**config.mk**
```make
export PLATFORM = sky130hd
export DESIGN_NAME = gyro_frame_decoder
export DESIGN_NICKNAME = d
export VERILOG_FILES = /design/src/design/gfd_pkg.sv /design/src/design/gfd_front.sv /design/src/design/gfd_queue.sv /design/src/design/gfd_back.sv /design/src/design/gyro_frame_decoder.sv
export VERILOG_INCLUDE_DIRS = /design/src /design/src/design
export SDC_FILE = /design/constraint.sdc
export NUM_CORES = 1
export LEC_CHECK = 0
export BUFFER_PORTS_ARGS = -buffer_cell sky130_fd_sc_hd__buf_2
export CAP_MARGIN = 10
export CORE_MARGIN = 2
export CORE_UTILIZATION = 55
export DETAILED_ROUTE_END_ITERATION = 8
export HOLD_SLACK_MARGIN = 0.02
export PLACE_DENSITY = 0.76
export SLEW_MARGIN = 20
export SYNTH_ARGS = -nofsm -noshare
export SYNTH_HDL_FRONTEND = slang
export SYNTH_HIERARCHICAL = 1
export SYNTH_SLANG_ARGS = --single-unit
```
**constraint.sdc**
```tcl
create_clock -name clk -period 11.3 [get_ports clk]
set_input_delay 2.26 -clock clk [delete_from_list [all_inputs] [get_ports clk]]
set_output_delay 2.26 -clock clk [all_outputs]
set_load 0.005 [all_outputs]
```
**src/design/gyro_frame_decoder_assert.svh**
```systemverilog
// Assertion macros shared by the modules of the gyro frame decoder.
// GFD_ASSERT holds outside reset only, GFD_ASSERT_ALWAYS holds at every edge.
`ifndef GYRO_FRAME_DECODER_ASSERT_SVH
`define GYRO_FRAME_DECODER_ASSERT_SVH

`ifndef NO_ASSERTIONS

`define GFD_ASSERT(lbl, clk, rstn, prop, msg) \
	lbl: assert property (@(posedge clk) disable iff (!rstn) prop) else $error(msg);

`define GFD_ASSERT_ALWAYS(lbl, clk, prop, msg) \
	lbl: assert property (@(posedge clk) prop) else $error(msg);

`else

`define GFD_ASSERT(lbl, clk, rstn, prop, msg)

`define GFD_ASSERT_ALWAYS(lbl, clk, prop, msg)

`endif

`endif

```
**src/design/gfd_pkg.sv**
```systemverilog
package gfd_pkg;

	// Frame layout: bytes 0 to 11 carry data, byte 12 the checksum.
	localparam int DATA_BYTES = 12;
	localparam int POS_W      = 4;
	localparam logic [POS_W-1:0] POS_CHECK = POS_W'(DATA_BYTES);

	// Angle decoding constants.
	localparam int ANGLE_MOD   = 36000;
	localparam int ANGLE_ROUND = 5;
	localparam int HEAD_MOD    = 3600;

	// Bases for the single subtraction that yields (36005 - signed raw) mod 36000.
	localparam logic [16:0] ANGLE_BASE_POS  = 17'(ANGLE_MOD + ANGLE_ROUND);
	localparam logic [16:0] ANGLE_BASE_WRAP = 17'(ANGLE_ROUND);
	localparam logic [16:0] ANGLE_BASE_NEG  = 17'(65536 + ANGLE_ROUND);

	// Division by ten as a multiplication by a scaled reciprocal.
	localparam logic [15:0] DIV10_MUL   = 16'd52429;
	localparam int          DIV10_SHIFT = 19;

	localparam logic [11:0] HEAD_MOD_12 = 12'(HEAD_MOD);

	// Configuration register map.
	localparam int ADDR_W = 1;
	localparam logic [ADDR_W-1:0] REG_HEADING_OFFSET = ADDR_W'(0);

	// Queue between front and back.
	localparam int QDEPTH = 2;
	localparam int QPTR_W = (QDEPTH > 1) ? $clog2(QDEPTH) : 1;
	localparam int QCNT_W = $clog2(QDEPTH + 1);

	// Output payload width: all result fields except status.
	localparam int OUT_W = 168;

	typedef logic [POS_W-1:0] pos_t;

	// One completed frame as handed from front to back.
	typedef struct packed {
		logic                       good;
		logic [DATA_BYTES-1:0][7:0] bytes;
	} job_t;

	// Queue status seen by the front.
	typedef struct packed {
		logic full;
		logic empty;
	} q_stat_t;

endpackage

```
**src/design/gfd_front.sv**
```systemverilog
module gfd_front
	import gfd_pkg::*;
(
	input  logic       clk,
	input  logic       arst_n,
	input  logic       s_tvalid,
	output logic       s_tready,
	input  logic [7:0] s_tdata,   // [7:0] msg_byte
	input  logic       s_tuser,   // [0] frame_start
	input  q_stat_t    q_stat,
	output logic       push,
	output job_t       job
);

	pos_t                       pos_q;
	logic [7:0]                 sum_q;
	logic [DATA_BYTES-1:0][7:0] fbytes_q;
	logic                       accept;
	pos_t                       pos_eff;
	logic [7:0]                 sum_base;
	logic                       last_byte;

	// The front takes a byte whenever the queue has room for a frame.
	assign s_tready = !q_stat.full;
	assign accept   = s_tvalid && s_tready;

	// A start flag forces byte 0; byte 0 begins a fresh checksum.
	always_comb begin
		pos_eff   = s_tuser ? '0 : pos_q;
		sum_base  = (pos_eff == '0) ? 8'd0 : sum_q;
		last_byte = (pos_eff == POS_CHECK);
	end

	// The checksum byte hands the whole frame to the queue.
	assign push     = accept && last_byte;
	assign job.good = (sum_base == s_tdata);
	assign job.bytes = fbytes_q;

	// Byte position and running checksum.
	always_ff @(posedge clk or negedge arst_n) begin
		if (!arst_n) begin
			pos_q <= '0;
			sum_q <= '0;
		end else if (accept) begin
			if (last_byte) begin
				pos_q <= '0;
				sum_q <= '0;
			end else begin
				pos_q <= pos_eff + pos_t'(1);
				sum_q <= sum_base + s_tdata;
			end
		end
	end

	// Frame byte store; every entry is written before the frame is handed on.
	always_ff @(posedge clk) begin
		if (accept && !last_byte) begin
			fbytes_q[pos_eff] <= s_tdata;
		end
	end

endmodule

```
**src/design/gfd_queue.sv**
```systemverilog
module gfd_queue
	import gfd_pkg::*;
(
	input  logic    clk,
	input  logic    arst_n,
	input  logic    push,
	input  job_t    wr_job,
	input  logic    pop,
	output job_t    rd_job,
	output q_stat_t stat
);

	job_t              entries_q [QDEPTH];
	logic [QPTR_W-1:0] wr_q;
	logic [QPTR_W-1:0] rd_q;
	logic [QCNT_W-1:0] cnt_q;

	assign stat.full  = (cnt_q == QCNT_W'(QDEPTH));
	assign stat.empty = (cnt_q == '0);
	assign rd_job     = entries_q[rd_q];

	// Pointers and fill count.
	always_ff @(posedge clk or negedge arst_n) begin
		if (!arst_n) begin
			wr_q  <= '0;
			rd_q  <= '0;
			cnt_q <= '0;
		end else begin
			if (push) begin
				wr_q <= (wr_q == QPTR_W'(QDEPTH - 1)) ? '0 : wr_q + QPTR_W'(1);
			end
			if (pop) begin
				rd_q <= (rd_q == QPTR_W'(QDEPTH - 1)) ? '0 : rd_q + QPTR_W'(1);
			end
			if (push && !pop) begin
				cnt_q <= cnt_q + QCNT_W'(1);
			end else if (pop && !push) begin
				cnt_q <= cnt_q - QCNT_W'(1);
			end
		end
	end

	// Entry storage.
	always_ff @(posedge clk) begin
		if (push) begin
			entries_q[wr_q] <= wr_job;
		end
	end

endmodule

```
**src/design/gfd_back.sv**
```systemverilog
module gfd_back
	import gfd_pkg::*;
(
	input  logic             clk,
	input  logic             arst_n,
	input  q_stat_t          q_stat,
	input  job_t             job,
	output logic             pop,
	input  logic [11:0]      offset,
	output logic             m_tvalid,
	input  logic             m_tready,
	output logic [OUT_W-1:0] m_tdata,  // frame_tag, angle_tenths, heading, turn_rate,
	                                   // x_accel, y_accel, z_accel, calib_state,
	                                   // turn_odometer, frame_count
	output logic             m_tuser   // [0] status
);

	logic        adv;
	logic [15:0] raw;
	logic [16:0] base;
	logic [16:0] l_full;

	// Stage 1: angle remainder and raw fields.
	logic        v_s1;
	logic        good_s1;
	logic [15:0] l_s1;
	logic [15:0] rate_s1, x_s1, y_s1, z_s1;
	logic [7:0]  tag_s1, calib_s1;

	// Stage 2: angle after division by ten.
	logic        v_s2;
	logic        good_s2;
	logic [11:0] angle_s2;
	logic [15:0] rate_s2, x_s2, y_s2, z_s2;
	logic [7:0]  tag_s2, calib_s2;
	logic [31:0] prod;

	// Output register, which also holds the decoder state.
	logic        out_v_q;
	logic        status_q;
	logic [7:0]  tag_q, calib_q;
	logic [11:0] angle_q, heading_q;
	logic [15:0] rate_q, x_q, y_q, z_q;
	logic [31:0] odo_q, count_q;

	logic [11:0] sel_angle;
	logic [12:0] head_diff;
	logic [11:0] heading_nx;

	// The whole pipeline moves unless a result waits at the output.
	assign adv = !out_v_q || m_tready;
	assign pop = adv && !q_stat.empty;

	// (36005 - signed raw) mod 36000 as one subtraction from a chosen base.
	always_comb begin
		raw = {job.bytes[2], job.bytes[1]};
		if (raw[15]) begin
			base = ANGLE_BASE_NEG;
		end else if (raw <= 16'(ANGLE_ROUND)) begin
			base = ANGLE_BASE_WRAP;
		end else begin
			base = ANGLE_BASE_POS;
		end
		l_full = base - {1'b0, raw};
	end

	assign prod = l_s1 * DIV10_MUL;

	// Heading from the angle that the result will carry.
	always_comb begin
		sel_angle  = good_s2 ? angle_s2 : angle_q;
		head_diff  = {1'b0, sel_angle} - {1'b0, offset};
		heading_nx = head_diff[12] ? head_diff[11:0] + HEAD_MOD_12 : head_diff[11:0];
	end

	// Valid bits of the stages.
	always_ff @(posedge clk or negedge arst_n) begin
		if (!arst_n) begin
			v_s1    <= 1'b0;
			v_s2    <= 1'b0;
			out_v_q <= 1'b0;
		end else if (adv) begin
			v_s1    <= pop;
			v_s2    <= v_s1;
			out_v_q <= v_s2;
		end
	end

	// Pipeline payload.
	always_ff @(posedge clk) begin
		if (adv) begin
			good_s1  <= job.good;
			l_s1     <= l_full[15:0];
			rate_s1  <= 16'd0 - {job.bytes[4], job.bytes[3]};
			y_s1     <= {job.bytes[6], job.bytes[5]};
			x_s1     <= 16'd0 - {job.bytes[8], job.bytes[7]};
			z_s1     <= 16'd0 - {job.bytes[10], job.bytes[9]};
			tag_s1   <= job.bytes[0];
			calib_s1 <= job.bytes[11];

			good_s2  <= good_s1;
			angle_s2 <= prod[DIV10_SHIFT+11:DIV10_SHIFT];
			rate_s2  <= rate_s1;
			x_s2     <= x_s1;
			y_s2     <= y_s1;
			z_s2     <= z_s1;
			tag_s2   <= tag_s1;
			calib_s2 <= calib_s1;
		end
	end

	// Decoder state; a bad frame changes only the status, heading and frame count.
	always_ff @(posedge clk or negedge arst_n) begin
		if (!arst_n) begin
			status_q  <= 1'b0;
			heading_q <= '0;
			tag_q     <= '0;
			calib_q   <= '0;
			angle_q   <= '0;
			rate_q    <= '0;
			x_q       <= '0;
			y_q       <= '0;
			z_q       <= '0;
			odo_q     <= '0;
			count_q   <= '0;
		end else if (adv && v_s2) begin
			status_q  <= !good_s2;
			heading_q <= heading_nx;
			count_q   <= count_q + 32'd1;
			if (good_s2) begin
				angle_q <= angle_s2;
				odo_q   <= odo_q + {20'd0, angle_s2} - {20'd0, angle_q};
				tag_q   <= tag_s2;
				calib_q <= calib_s2;
				rate_q  <= rate_s2;
				x_q     <= x_s2;
				y_q     <= y_s2;
				z_q     <= z_s2;
			end
		end
	end

	assign m_tvalid = out_v_q;
	assign m_tuser  = status_q;
	assign m_tdata  = {count_q, odo_q, calib_q, z_q, y_q, x_q, rate_q,
		heading_q, angle_q, tag_q};

endmodule

```
**src/design/gyro_frame_decoder.sv**
```systemverilog
// Gyro frame decoder: takes one frame byte per cycle, back to back, while the queue
// has room, and gives one result per 13-byte frame.
// After the checksum byte is accepted, the result passes through the queue, the angle
// remainder stage, the reciprocal multiply stage and the output register.
// Throughput: one byte per cycle while the two-entry queue has room; one result per frame.
// Reset (arst_n low, asynchronous) clears byte position, checksum, state and offset.
`include "gyro_frame_decoder_assert.svh"

module gyro_frame_decoder
	import gfd_pkg::*;
(
	input  logic              clk,
	input  logic              arst_n,
	input  logic              s_tvalid,
	output logic              s_tready,
	input  logic [7:0]        s_tdata,   // [7:0] msg_byte
	input  logic              s_tuser,   // [0] frame_start
	output logic              m_tvalid,
	input  logic              m_tready,
	output logic [OUT_W-1:0]  m_tdata,   // [7:0] frame_tag, [19:8] angle_tenths,
	                                     // [31:20] heading, [47:32] turn_rate,
	                                     // [63:48] x_accel, [79:64] y_accel,
	                                     // [95:80] z_accel, [103:96] calib_state,
	                                     // [135:104] turn_odometer, [167:136] frame_count
	output logic              m_tuser,   // [0] status
	input  logic              psel,
	input  logic              penable,
	input  logic              pwrite,
	input  logic [ADDR_W-1:0] paddr,
	input  logic [31:0]       pwdata,
	output logic [31:0]       prdata,
	output logic              pready
);

	logic [11:0] offset_q;
	logic [11:0] off_red_q;
	logic        cfg_wr;
	logic [11:0] wr_off;
	logic        q_push;
	logic        q_pop;
	job_t        wr_job;
	job_t        rd_job;
	q_stat_t     q_stat;

	// Configuration register: raw value for reads, reduced value for the heading.
	assign pready = 1'b1;
	assign cfg_wr = psel && penable && pwrite && pready && (paddr == REG_HEADING_OFFSET);
	assign wr_off = pwdata[11:0];
	assign prdata = (paddr == REG_HEADING_OFFSET) ? {20'd0, offset_q} : 32'd0;

	always_ff @(posedge clk or negedge arst_n) begin
		if (!arst_n) begin
			offset_q  <= '0;
			off_red_q <= '0;
		end else if (cfg_wr) begin
			offset_q  <= wr_off;
			off_red_q <= (wr_off >= HEAD_MOD_12) ? wr_off - HEAD_MOD_12 : wr_off;
		end
	end

	gfd_front u_front (
		.clk      (clk),
		.arst_n   (arst_n),
		.s_tvalid (s_tvalid),
		.s_tready (s_tready),
		.s_tdata  (s_tdata),
		.s_tuser  (s_tuser),
		.q_stat   (q_stat),
		.push     (q_push),
		.job      (wr_job)
	);

	gfd_queue u_queue (
		.clk    (clk),
		.arst_n (arst_n),
		.push   (q_push),
		.wr_job (wr_job),
		.pop    (q_pop),
		.rd_job (rd_job),
		.stat   (q_stat)
	);

	gfd_back u_back (
		.clk      (clk),
		.arst_n   (arst_n),
		.q_stat   (q_stat),
		.job      (rd_job),
		.pop      (q_pop),
		.offset   (off_red_q),
		.m_tvalid (m_tvalid),
		.m_tready (m_tready),
		.m_tdata  (m_tdata),
		.m_tuser  (m_tuser)
	);

	// A frame is never handed on into a full queue, nor taken from an empty one.
	`GFD_ASSERT(a_push_room, clk, arst_n, q_push |-> !q_stat.full, "frame pushed into full queue")
	`GFD_ASSERT(a_pop_data, clk, arst_n, q_pop |-> !q_stat.empty, "frame popped from empty queue")
	// A register write lands in the offset on the next edge.
	`GFD_ASSERT(a_cfg_write, clk, arst_n, cfg_wr |=> (offset_q == $past(wr_off)), "offset write lost")
	// The reduced offset always lies within one turn.
	`GFD_ASSERT_ALWAYS(a_off_range, clk, off_red_q < HEAD_MOD_12, "reduced offset out of range")

endmodule

```
==> metrics.md, run 1 <==
| Metric | Value |
|---|---|
| Layout cell share with drive strength beyond 1 | `20.30%` |
| Dominant combinational cell family by area after synthesis | `adder cells` |
| Final critical-path required period | `6.079 ns` |
| Critical hold path startpoint | `u_back/y_s1[8]` |
| Cell breakdown of the critical path | `ha_1 > inv_1 > fa_1 > inv_1 > fa_1 > fa_1 > fa_1 > inv_1 > fa_1 > inv_1 > ha_1 > and3_1 > a221o_1 > a21oi_1 > a21bo_2 > a21oi_1 > o21ai_0 > xor2_1` |
| # resized after CTS | `0` |
| Total Neg Setup Slack | `0 ns` |
| Top fanout value on the critical path | `5` |
| Class of the tightest hold or removal check | `reg2reg` |
| Number of design rule violations left after detail routing | `0` |
| Area enclosed by the die boundary | `0.06232 mm^2` |
| Endpoint of the most critical register-to-register path | `u_back/angle_s2[4]` |
| Netlist area before placement | `0.03319 mm^2` |
| Post-DRT Antenna Nets | `0` |
| Critical path's slowest cell | `sky130_fd_sc_hd__fa_1` |
| Overall die width | `249.6 um` |
| Total Routed Length | `66500 um` |
| Warnings, synthesis | `6` |
| Overall die height | `249.6 um` |
| Overall track demand over capacity in global routing | `21.51%` |
| Xor and xnor fraction of the mapped netlist area | `3.959%` |
| Category of the worst setup path launch point | `flip-flop` |
| Share of cell area taken by muxes after synthesis | `7.126%` |
| Data required time of the critical path | `11.65 ns` |
| Clock Latency Late Sink | `0.62 ns` |
| Adder and majority gate portion of the synthesized area | `12.89%` |
| Core Area | `0.06002 mm^2` |
| Antenna cell count | `0` |
| Register-to-register setup slack | `5.22 ns` |
| Number of hold violations in the final report | `0` |
| Category of the critical setup timing path | `reg2reg` |
| # rows | `90` |
| Wire length of the first global-routing pass | `105600 um` |
| Setup Viol. Count Final | `0` |
| Post-DP HPWL | `46150 um` |
| Gate count of the mapped netlist | `2434` |
| Post-synthesis average cell area | `13.63 um^2` |
| Setup WS pre-CTS | `5.233 ns` |
| Number of ports placed on the die boundary | `253` |
| Leading cell types by count after synthesis | `sky130_fd_sc_hd__edfxtp_1, sky130_fd_sc_hd__inv_1, sky130_fd_sc_hd__dfrtp_1` |
| Cell types with the largest area share after synthesis | `sky130_fd_sc_hd__edfxtp_1, sky130_fd_sc_hd__dfrtp_1, sky130_fd_sc_hd__ha_1, sky130_fd_sc_hd__mux2_2, sky130_fd_sc_hd__fa_1` |
| CP peak stage delay | `0.55 ns` |
| Wire per inst | `18.94 um` |
| Overall via count from detail_route | `19.07k` |
| Clock slew at the register clock pins of the worst setup and hold paths | `0.06 ns` |
| DRC marker count from the first detailed-route iteration | `1163` |
| Maximum number of pins on one net before global-route repair | `93` |
| Pin slew with the least headroom to its limit | `1.038 ns` |
| Number of stages on the worst hold path | `0` |
| Number of iterations in the first detailed-routing pass | `5` |
| Cell type with the highest occurrence count on the critical path | `sky130_fd_sc_hd__fa_1` |
| Fraction of the core area covered by cells at the end of the flow | `62.27%` |
| Run status | `finished, final reports clean` |
| R2R depth | `18` |
| Buffers inserted by post-CTS timing repair | `0` |
| Antenna violations before repair | `0` |
| Root Buffer Master | `sky130_fd_sc_hd__clkbuf_16` |
| Upper clock frequency limit | `0.1645 GHz` |
| Detail-routed via count per cell | `5.431` |
| Starting density of the core | `55.29%` |
| Register area share after synthesis | `59.12%` |
| Post-CTS Hold Fix Bufs | `0` |
| Unrepaired setup endpoints after global routing | `false` |
| Register bit count reported by yosys | `688` |
| Final Wtd Congestion | `0.8936` |
| Post-Place Cell Area | `0.03496 mm^2` |
| Vias in the first global route | `19.80k` |
| Worst slew margin | `30.83%` |
| Area growth syn-to-layout | `12.62%` |
| Fin area | `0.03737 mm^2` |
| Worst path setup slack after routing | `5.221 ns` |
| Reg-to-reg critical path startpoint | `u_back/l_s1[7]` |
| Sinks on the clock net | `688` |
| Portion of synthesized cell area occupied by the leading cell type | `43.43%` |
| Final-stage net count | `3007` |
| Delay-heaviest family, CP | `adder cells` |
| Basic-gate share of the synthesized area counting and, or, nand and nor cells | `7.129%` |
| TritonCTS clock tree | `built` |
| Hold Path End | `u_back/y_s2[8]` |
| Max Root-Sink Buffers | `3` |
| Final period util | `53.79%` |
| Total number of H-tree levels | `3` |
| Final Max Slew Viols | `0` |
| Number of enable flip-flop cells after synthesis | `480` |
| Top FF cell, synth | `sky130_fd_sc_hd__edfxtp_1` |
| Reported max-cap violation count | `0` |
| Post-synthesis compound-gate area fraction | `5.044%` |
| Share of async-settable or async-resettable flops after synthesis | `30.23%` |
| Cell with the most instances after synthesis | `sky130_fd_sc_hd__edfxtp_1` |
| Dominant cell type by area after synthesis | `sky130_fd_sc_hd__edfxtp_1` |
| Number of clock buffers inserted by TritonCTS | `70` |
| Distinct cells, synth | `86` |
| Clock skew | `0.03298 ns` |
| Category of the worst setup path capture point | `flip-flop` |
| Count of buffers from port buffering | `211` |
| Worst Path Arrival | `6.43 ns` |
| Aggregate global routing overflow | `0` |
| Buffer and inverter count on the worst path | `4` |
==> cells in the final DEF, fill, tap and decap left out, drive strengths merged, types with 6 or more instances in the layout <==
| cell type | count |
|---|---|
| nor2 | 60 |
| nor4 | 10 |
| nor3 | 38 |
| o21ai | 93 |
| clkbuf | 100 |
| nand4 | 15 |
| or3 | 17 |
| xor2 | 49 |
| mux2 | 198 |
| or4 | 6 |
| and3 | 21 |
| clkinv | 20 |
| nand3 | 34 |
| ha | 193 |
| dfrtp | 208 |
| and2 | 21 |
| a31oi | 13 |
| o21a | 8 |
| xnor2 | 101 |
| nand2b | 13 |
| buf | 223 |
| conb | 21 |
| mux2i | 6 |
| inv | 300 |
| edfxtp | 480 |
| o21bai | 6 |
| and4 | 7 |
| o211ai | 6 |
| o31ai | 6 |
| nand2 | 172 |
| a21o | 23 |
| a21oi | 61 |
| nor2b | 27 |
| fa | 93 |
==> layout make-up <==
type / count / area (um^2)
clock buffer: 100 / 1986
sequential: 688 / 19620
inverter: 299 / 1130
clock inverter: 29 / 370.4
multi-input combinational: 1390 / 12090
fill: 4438 / 22650
timing repair buffer: 223 / 1196
tap: 782 / 978.4
==> registers in the layout, summed over array words and instances (netlist names), 32 cells and up <==
name / cells
u_queue/entries_q: 194
u_back/odo_q: 32
u_back/count_q: 32
u_front/job: 96
==> worst max-delay path by stage <==
| stage | end | start | cells after the start |
|---|---|---|---|
| after floorplan | u_queue/entries_q[0][0] | s_tuser | 6 |
| after global placement | u_back/angle_s2[4] | u_back/l_s1[7] | 18 |
| after detailed placement | u_back/angle_s2[4] | u_back/l_s1[7] | 18 |
| after CTS | u_back/angle_s2[4] | u_back/l_s1[7] | 18 |
| after global routing | u_back/angle_s2[4] | u_back/l_s1[7] | 18 |
| final | u_back/angle_s2[4] | u_back/l_s1[7] | 18 |
==> metal layers <==
metal  part of all wire, %  GRT usage, %  vias to the layer above
met5                     0             0                        -
met4                   2.7         6.644                        0
met3                   5.1         3.765                      115
met2                    51         37.99                      512
met1                    41         27.05                     9452
li1                      -             -                     8989
==> stage by stage <==
stage / hold slack, ns / instances
6_report: 0.4066 / 3511
2_1_floorplan: 0.4003 / 2453
3_5_place_dp: 0.4045 / 3380
4_1_cts: 0.3971 / 3509
3_3_place_gp: 0.4025 / 3380
5_1_grt: 0.4178 / 3511
==> kinds of logic (layout without fill, tap and decap cells) <==
group | after synthesis | count (layout)
adder cells (fa/ha/maj) | 286 | 286
buffers and inverters | 375 | 651
AO/OA/AOI/OAI | 262 | 262
other | 2 | 21
XOR/XNOR | 150 | 150
AND/OR/NAND/NOR | 467 | 467
multiplexers | 204 | 204
flip-flops | 688 | 688
Power of run 1 is not shown: default switching activity piles up to over one toggle a cycle in this logic, so the estimate is an artifact.
==> inputs of run 2 (changes only) <==
- ABC_AREA: not set -> 1
- clock period: 11.3 -> 5.8 ns (I/O delays scaled with it)
==> run 2 against run 1 <==
  * Synthesized cell count rose by 29%
  * Critical path type unchanged
  * First-iteration DRC count up 36%
  * Design area up 4.6%
  * Critical endpoint is now u_back/angle_s2[6]
  * Highest routed layer is now met5
  * Largest cell class unchanged
  * Worst hold slack gained 0.0035 ns
==> metrics.md, run 2 <==
| Metric | Value |
|---|---|
| Run status | `finished, final reports clean` |
| Cell types with the largest area share after synthesis | `sky130_fd_sc_hd__edfxtp_1, sky130_fd_sc_hd__dfrtp_1, sky130_fd_sc_hd__nand2_1, sky130_fd_sc_hd__ha_1, sky130_fd_sc_hd__fa_1` |
| Worst slew margin | `35.27% (+4.4 points)` |
| Wire per inst | `17.29 um (-8.7%)` |
| Setup Viol. Count Final | `0 (unchanged)` |
| Hold slack final | `0.4101 ns (+0.003539 ns)` |
| Aggregate global routing overflow | `0 (unchanged)` |
| Overall via count from detail_route | `22.32k (+17%)` |
| # rows | `92 (+2.2%)` |
| Top FF cell, synth | `sky130_fd_sc_hd__edfxtp_1` |
| Register bit count reported by yosys | `688 (unchanged)` |
| Detail-routed via count per cell | `5.197 (-4.3%)` |
| Cell with the most instances after synthesis | `sky130_fd_sc_hd__nand2_1` |
| Starting density of the core | `55.32% (about the same)` |
| Warnings, synthesis | `6 (unchanged)` |
| Max Root-Sink Buffers | `3 (unchanged)` |
| CP peak stage delay | `0.57 ns (+0.02 ns)` |
| Number of clock buffers inserted by TritonCTS | `73 (+4.3%)` |
| Share of async-settable or async-resettable flops after synthesis | `30.23% (unchanged)` |
| Most flop-heavy register | `u_queue/entries_q` |
| Final Wtd Congestion | `0.9486 (+6.2%)` |
| Dominant cell type by area after synthesis | `sky130_fd_sc_hd__edfxtp_1` |
| Worst Path Arrival | `5.82 ns (-0.61 ns)` |
| Clock slew at the register clock pins of the worst setup and hold paths | `0.06 ns (about the same)` |
| Fill cell count | `4866 (+9.6%)` |
| Count of buffers from port buffering | `211 (unchanged)` |
| Critical path's slowest cell | `sky130_fd_sc_hd__fa_1` |
| Vias in the first global route | `21.91k (+11%)` |
| Reported max-cap violation count | `0 (unchanged)` |
| Area growth syn-to-layout | `12.90%` |
| Category of the worst setup path launch point | `flip-flop` |
| Netlist area before placement | `0.03464 mm^2 (+4.4%)` |
| Number of enable flip-flop cells after synthesis | `480 (unchanged)` |
| Area enclosed by the die boundary | `0.06501 mm^2 (+4.3%)` |
| Register area share after synthesis | `56.63% (-2.5 points)` |
| Data required time of the critical path | `6.16 ns (-5.49 ns)` |
| Leading cell types by count after synthesis | `sky130_fd_sc_hd__nand2_1, sky130_fd_sc_hd__inv_1, sky130_fd_sc_hd__edfxtp_1` |
| Wire length of the first global-routing pass | `115700 um (+9.6%)` |
| Maximum number of pins on one net before global-route repair | `132 (+42%)` |
| Final-stage net count | `3724 (+24%)` |
| TritonCTS clock tree | `built` |
| Total Routed Length | `74250 um (+12%)` |
| Number of iterations in the first detailed-routing pass | `7 (+2)` |
| Antenna cell count | `0 (unchanged)` |
| Post-DRT Antenna Nets | `0 (unchanged)` |
| Gate count of the mapped netlist | `3129 (+29%)` |
| Finished Layout Cells | `4295 (+22%)` |
| Upper clock frequency limit | `0.1829 GHz (+11%)` |
| Fraction of the core area covered by cells at the end of the flow | `62.46% (+0.19 points)` |
| Clock Latency Late Sink | `0.62 ns (about the same)` |
| Portion of synthesized cell area occupied by the leading cell type | `41.61% (-1.8 points)` |
| Largest register FFs | `194 (unchanged)` |
| Leading cell type in the layout, fill and taps excluded | `sky130_fd_sc_hd__nand2_1` |
| Root Buffer Master | `sky130_fd_sc_hd__clkbuf_16` |
| Post-CTS Hold Fix Bufs | `0 (unchanged)` |
| Distinct cells, synth | `60 (-30%)` |
| Sinks on the clock net | `688 (unchanged)` |
| Final critical-path required period | `5.467 ns (-0.6117 ns)` |
| Overall die width | `255.0 um (+2.1%)` |
| Core Area | `0.06262 mm^2 (+4.3%)` |
| DRC marker count from the first detailed-route iteration | `1581 (+36%)` |
| Number of design rule violations left after detail routing | `0 (unchanged)` |
| # resized after CTS | `0 (unchanged)` |
| Top fanout value on the critical path | `5 (unchanged)` |
| Number of ports placed on the die boundary | `253 (unchanged)` |
| Clock skew | `0.02653 ns (-0.006449 ns)` |
| Layout cell share with drive strength beyond 1 | `15.22% (-5.1 points)` |
| Number of hold violations in the final report | `0 (unchanged)` |
| Total number of H-tree levels | `3 (unchanged)` |
| Pin slew with the least headroom to its limit | `0.9657 ns (-0.07177 ns)` |
| Total Neg Setup Slack | `0 ns (unchanged)` |
| Post-DP HPWL | `52030 um (+13%)` |
| Overall die height | `255.0 um (+2.1%)` |
| Buffers inserted by post-CTS timing repair | `0 (unchanged)` |
| Unrepaired setup endpoints after global routing | `false` |
| Class of the tightest hold or removal check | `reg2reg` |
| Antenna violations before repair | `1 (+1)` |
| Post-synthesis average cell area | `11.07 um^2 (-19%)` |
| Category of the critical setup timing path | `reg2reg` |
| Cell breakdown of the critical path | `ha_1 > inv_1 > fa_1 > inv_1 > fa_1 > fa_1 > fa_1 > inv_1 > fa_1 > inv_1 > ha_1 > a21oi_1 > o21ai_0 > o21bai_1 > a21oi_1 > nand2_1 > nand2_1 > nand2_1 > nand2_1 > nand2_1` |
| Final Max Slew Viols | `0 (unchanged)` |
| Overall track demand over capacity in global routing | `22.96% (+1.5 points)` |
| Highest-count cells in the layout ignoring fill and taps | `sky130_fd_sc_hd__nand2_1, sky130_fd_sc_hd__inv_1, sky130_fd_sc_hd__edfxtp_1` |
| Category of the worst setup path capture point | `flip-flop` |
| Dpl cells | `4160 (+23%)` |
| Final period util | `94.26% (+40 points)` |
[run 2: cell types whose count changed after synthesis, sizes merged, moves of 32 or more]
cell,before,now
xnor2,101,38
nand2,172,721
xor2,49,81
nor2,60,177
mux2,198,97
nand3,34,114
inv,299,496
[run 2: layout make-up]
class / count / area, um^2 / share of cell area [%]
flip-flops and latches: 688 / 19620 / 50.17
inverters: 498 / 1882 / 4.811
well taps: 846 / 1059 / 2.706
clock inverters: 46 / 523.0 / 1.337
clock buffers: 89 / 1917 / 4.901
multi-input cells: 1893 / 12850 / 32.85
repair buffers: 235 / 1259 / 3.218
[run 2: stage by stage]
stage          instance area [um^2]  worst slack, ns
3_5_place_dp                  36670           0.3591
3_3_place_gp                  36670           0.4264
2_1_floorplan                 34720           0.2992
6_report                      39110           0.3330
4_1_cts                       39110           0.3272
5_1_grt                       39110           0.1117
[run 2: cell families (layout without fill, tap and decap cells)]
| family | count (synthesis) | count (layout) | share of synthesized area [%] |
|---|---|---|---|
| buffers and inverters | 567 | 868 | 6.570 |
| xor gates and xnor gates | 119 | 119 | 3.030 |
| adders and majority gates | 286 | 286 | 12.34 |
| DFF | 688 | 688 | 56.63 |
| and+or+nand+nor | 1132 | 1132 | 14.28 |
| AOI/OAI and AO/OA | 237 | 237 | 3.724 |
| other | 2 | 21 | 0.02168 |
| muxes | 98 | 98 | 3.399 |
[run 2: layer usage]
| layer | up-vias | share of wire, % | GRT usage [%] |
|---|---|---|---|
| li1 | 10770 | - | - |
| met1 | 10800 | 42 | 29.73 |
| met2 | 622 | 49 | 39.47 |
| met3 | 123 | 5.5 | 3.732 |
| met4 | 2 | 2.7 | 7.753 |
| met5 | - | 0.018 | 0 |
[run 2: worst max-delay path: cells and delay by family (launching register included)]
family                     cells  cell delay (ns)
AOI/OAI and AO/OA              4             0.63
DFF                            1             0.52
buffers and inverters          4             0.27
adders and majority gates      7             3.37
and+or+nand+nor                5             0.44
[run 2: path summary, 6_finish.rpt]
kind,slack [ns],from,end,depth (start not counted)
min in group asynchronous,0.57,arst_n,u_back/y_q[11],1
max in group asynchronous,4.05,arst_n,u_queue/rd_q,2
worst max register to register,0.33,u_back/l_s1[7],u_back/angle_s2[6],20
worst min-delay path,0.41,u_back/x_s1[11],u_back/x_s2[11],0
worst min register to register,0.41,u_back/x_s1[11],u_back/x_s2[11],0
worst max-delay path,0.33,u_back/l_s1[7],u_back/angle_s2[6],20
Power of run 2 is left out for the same reason.
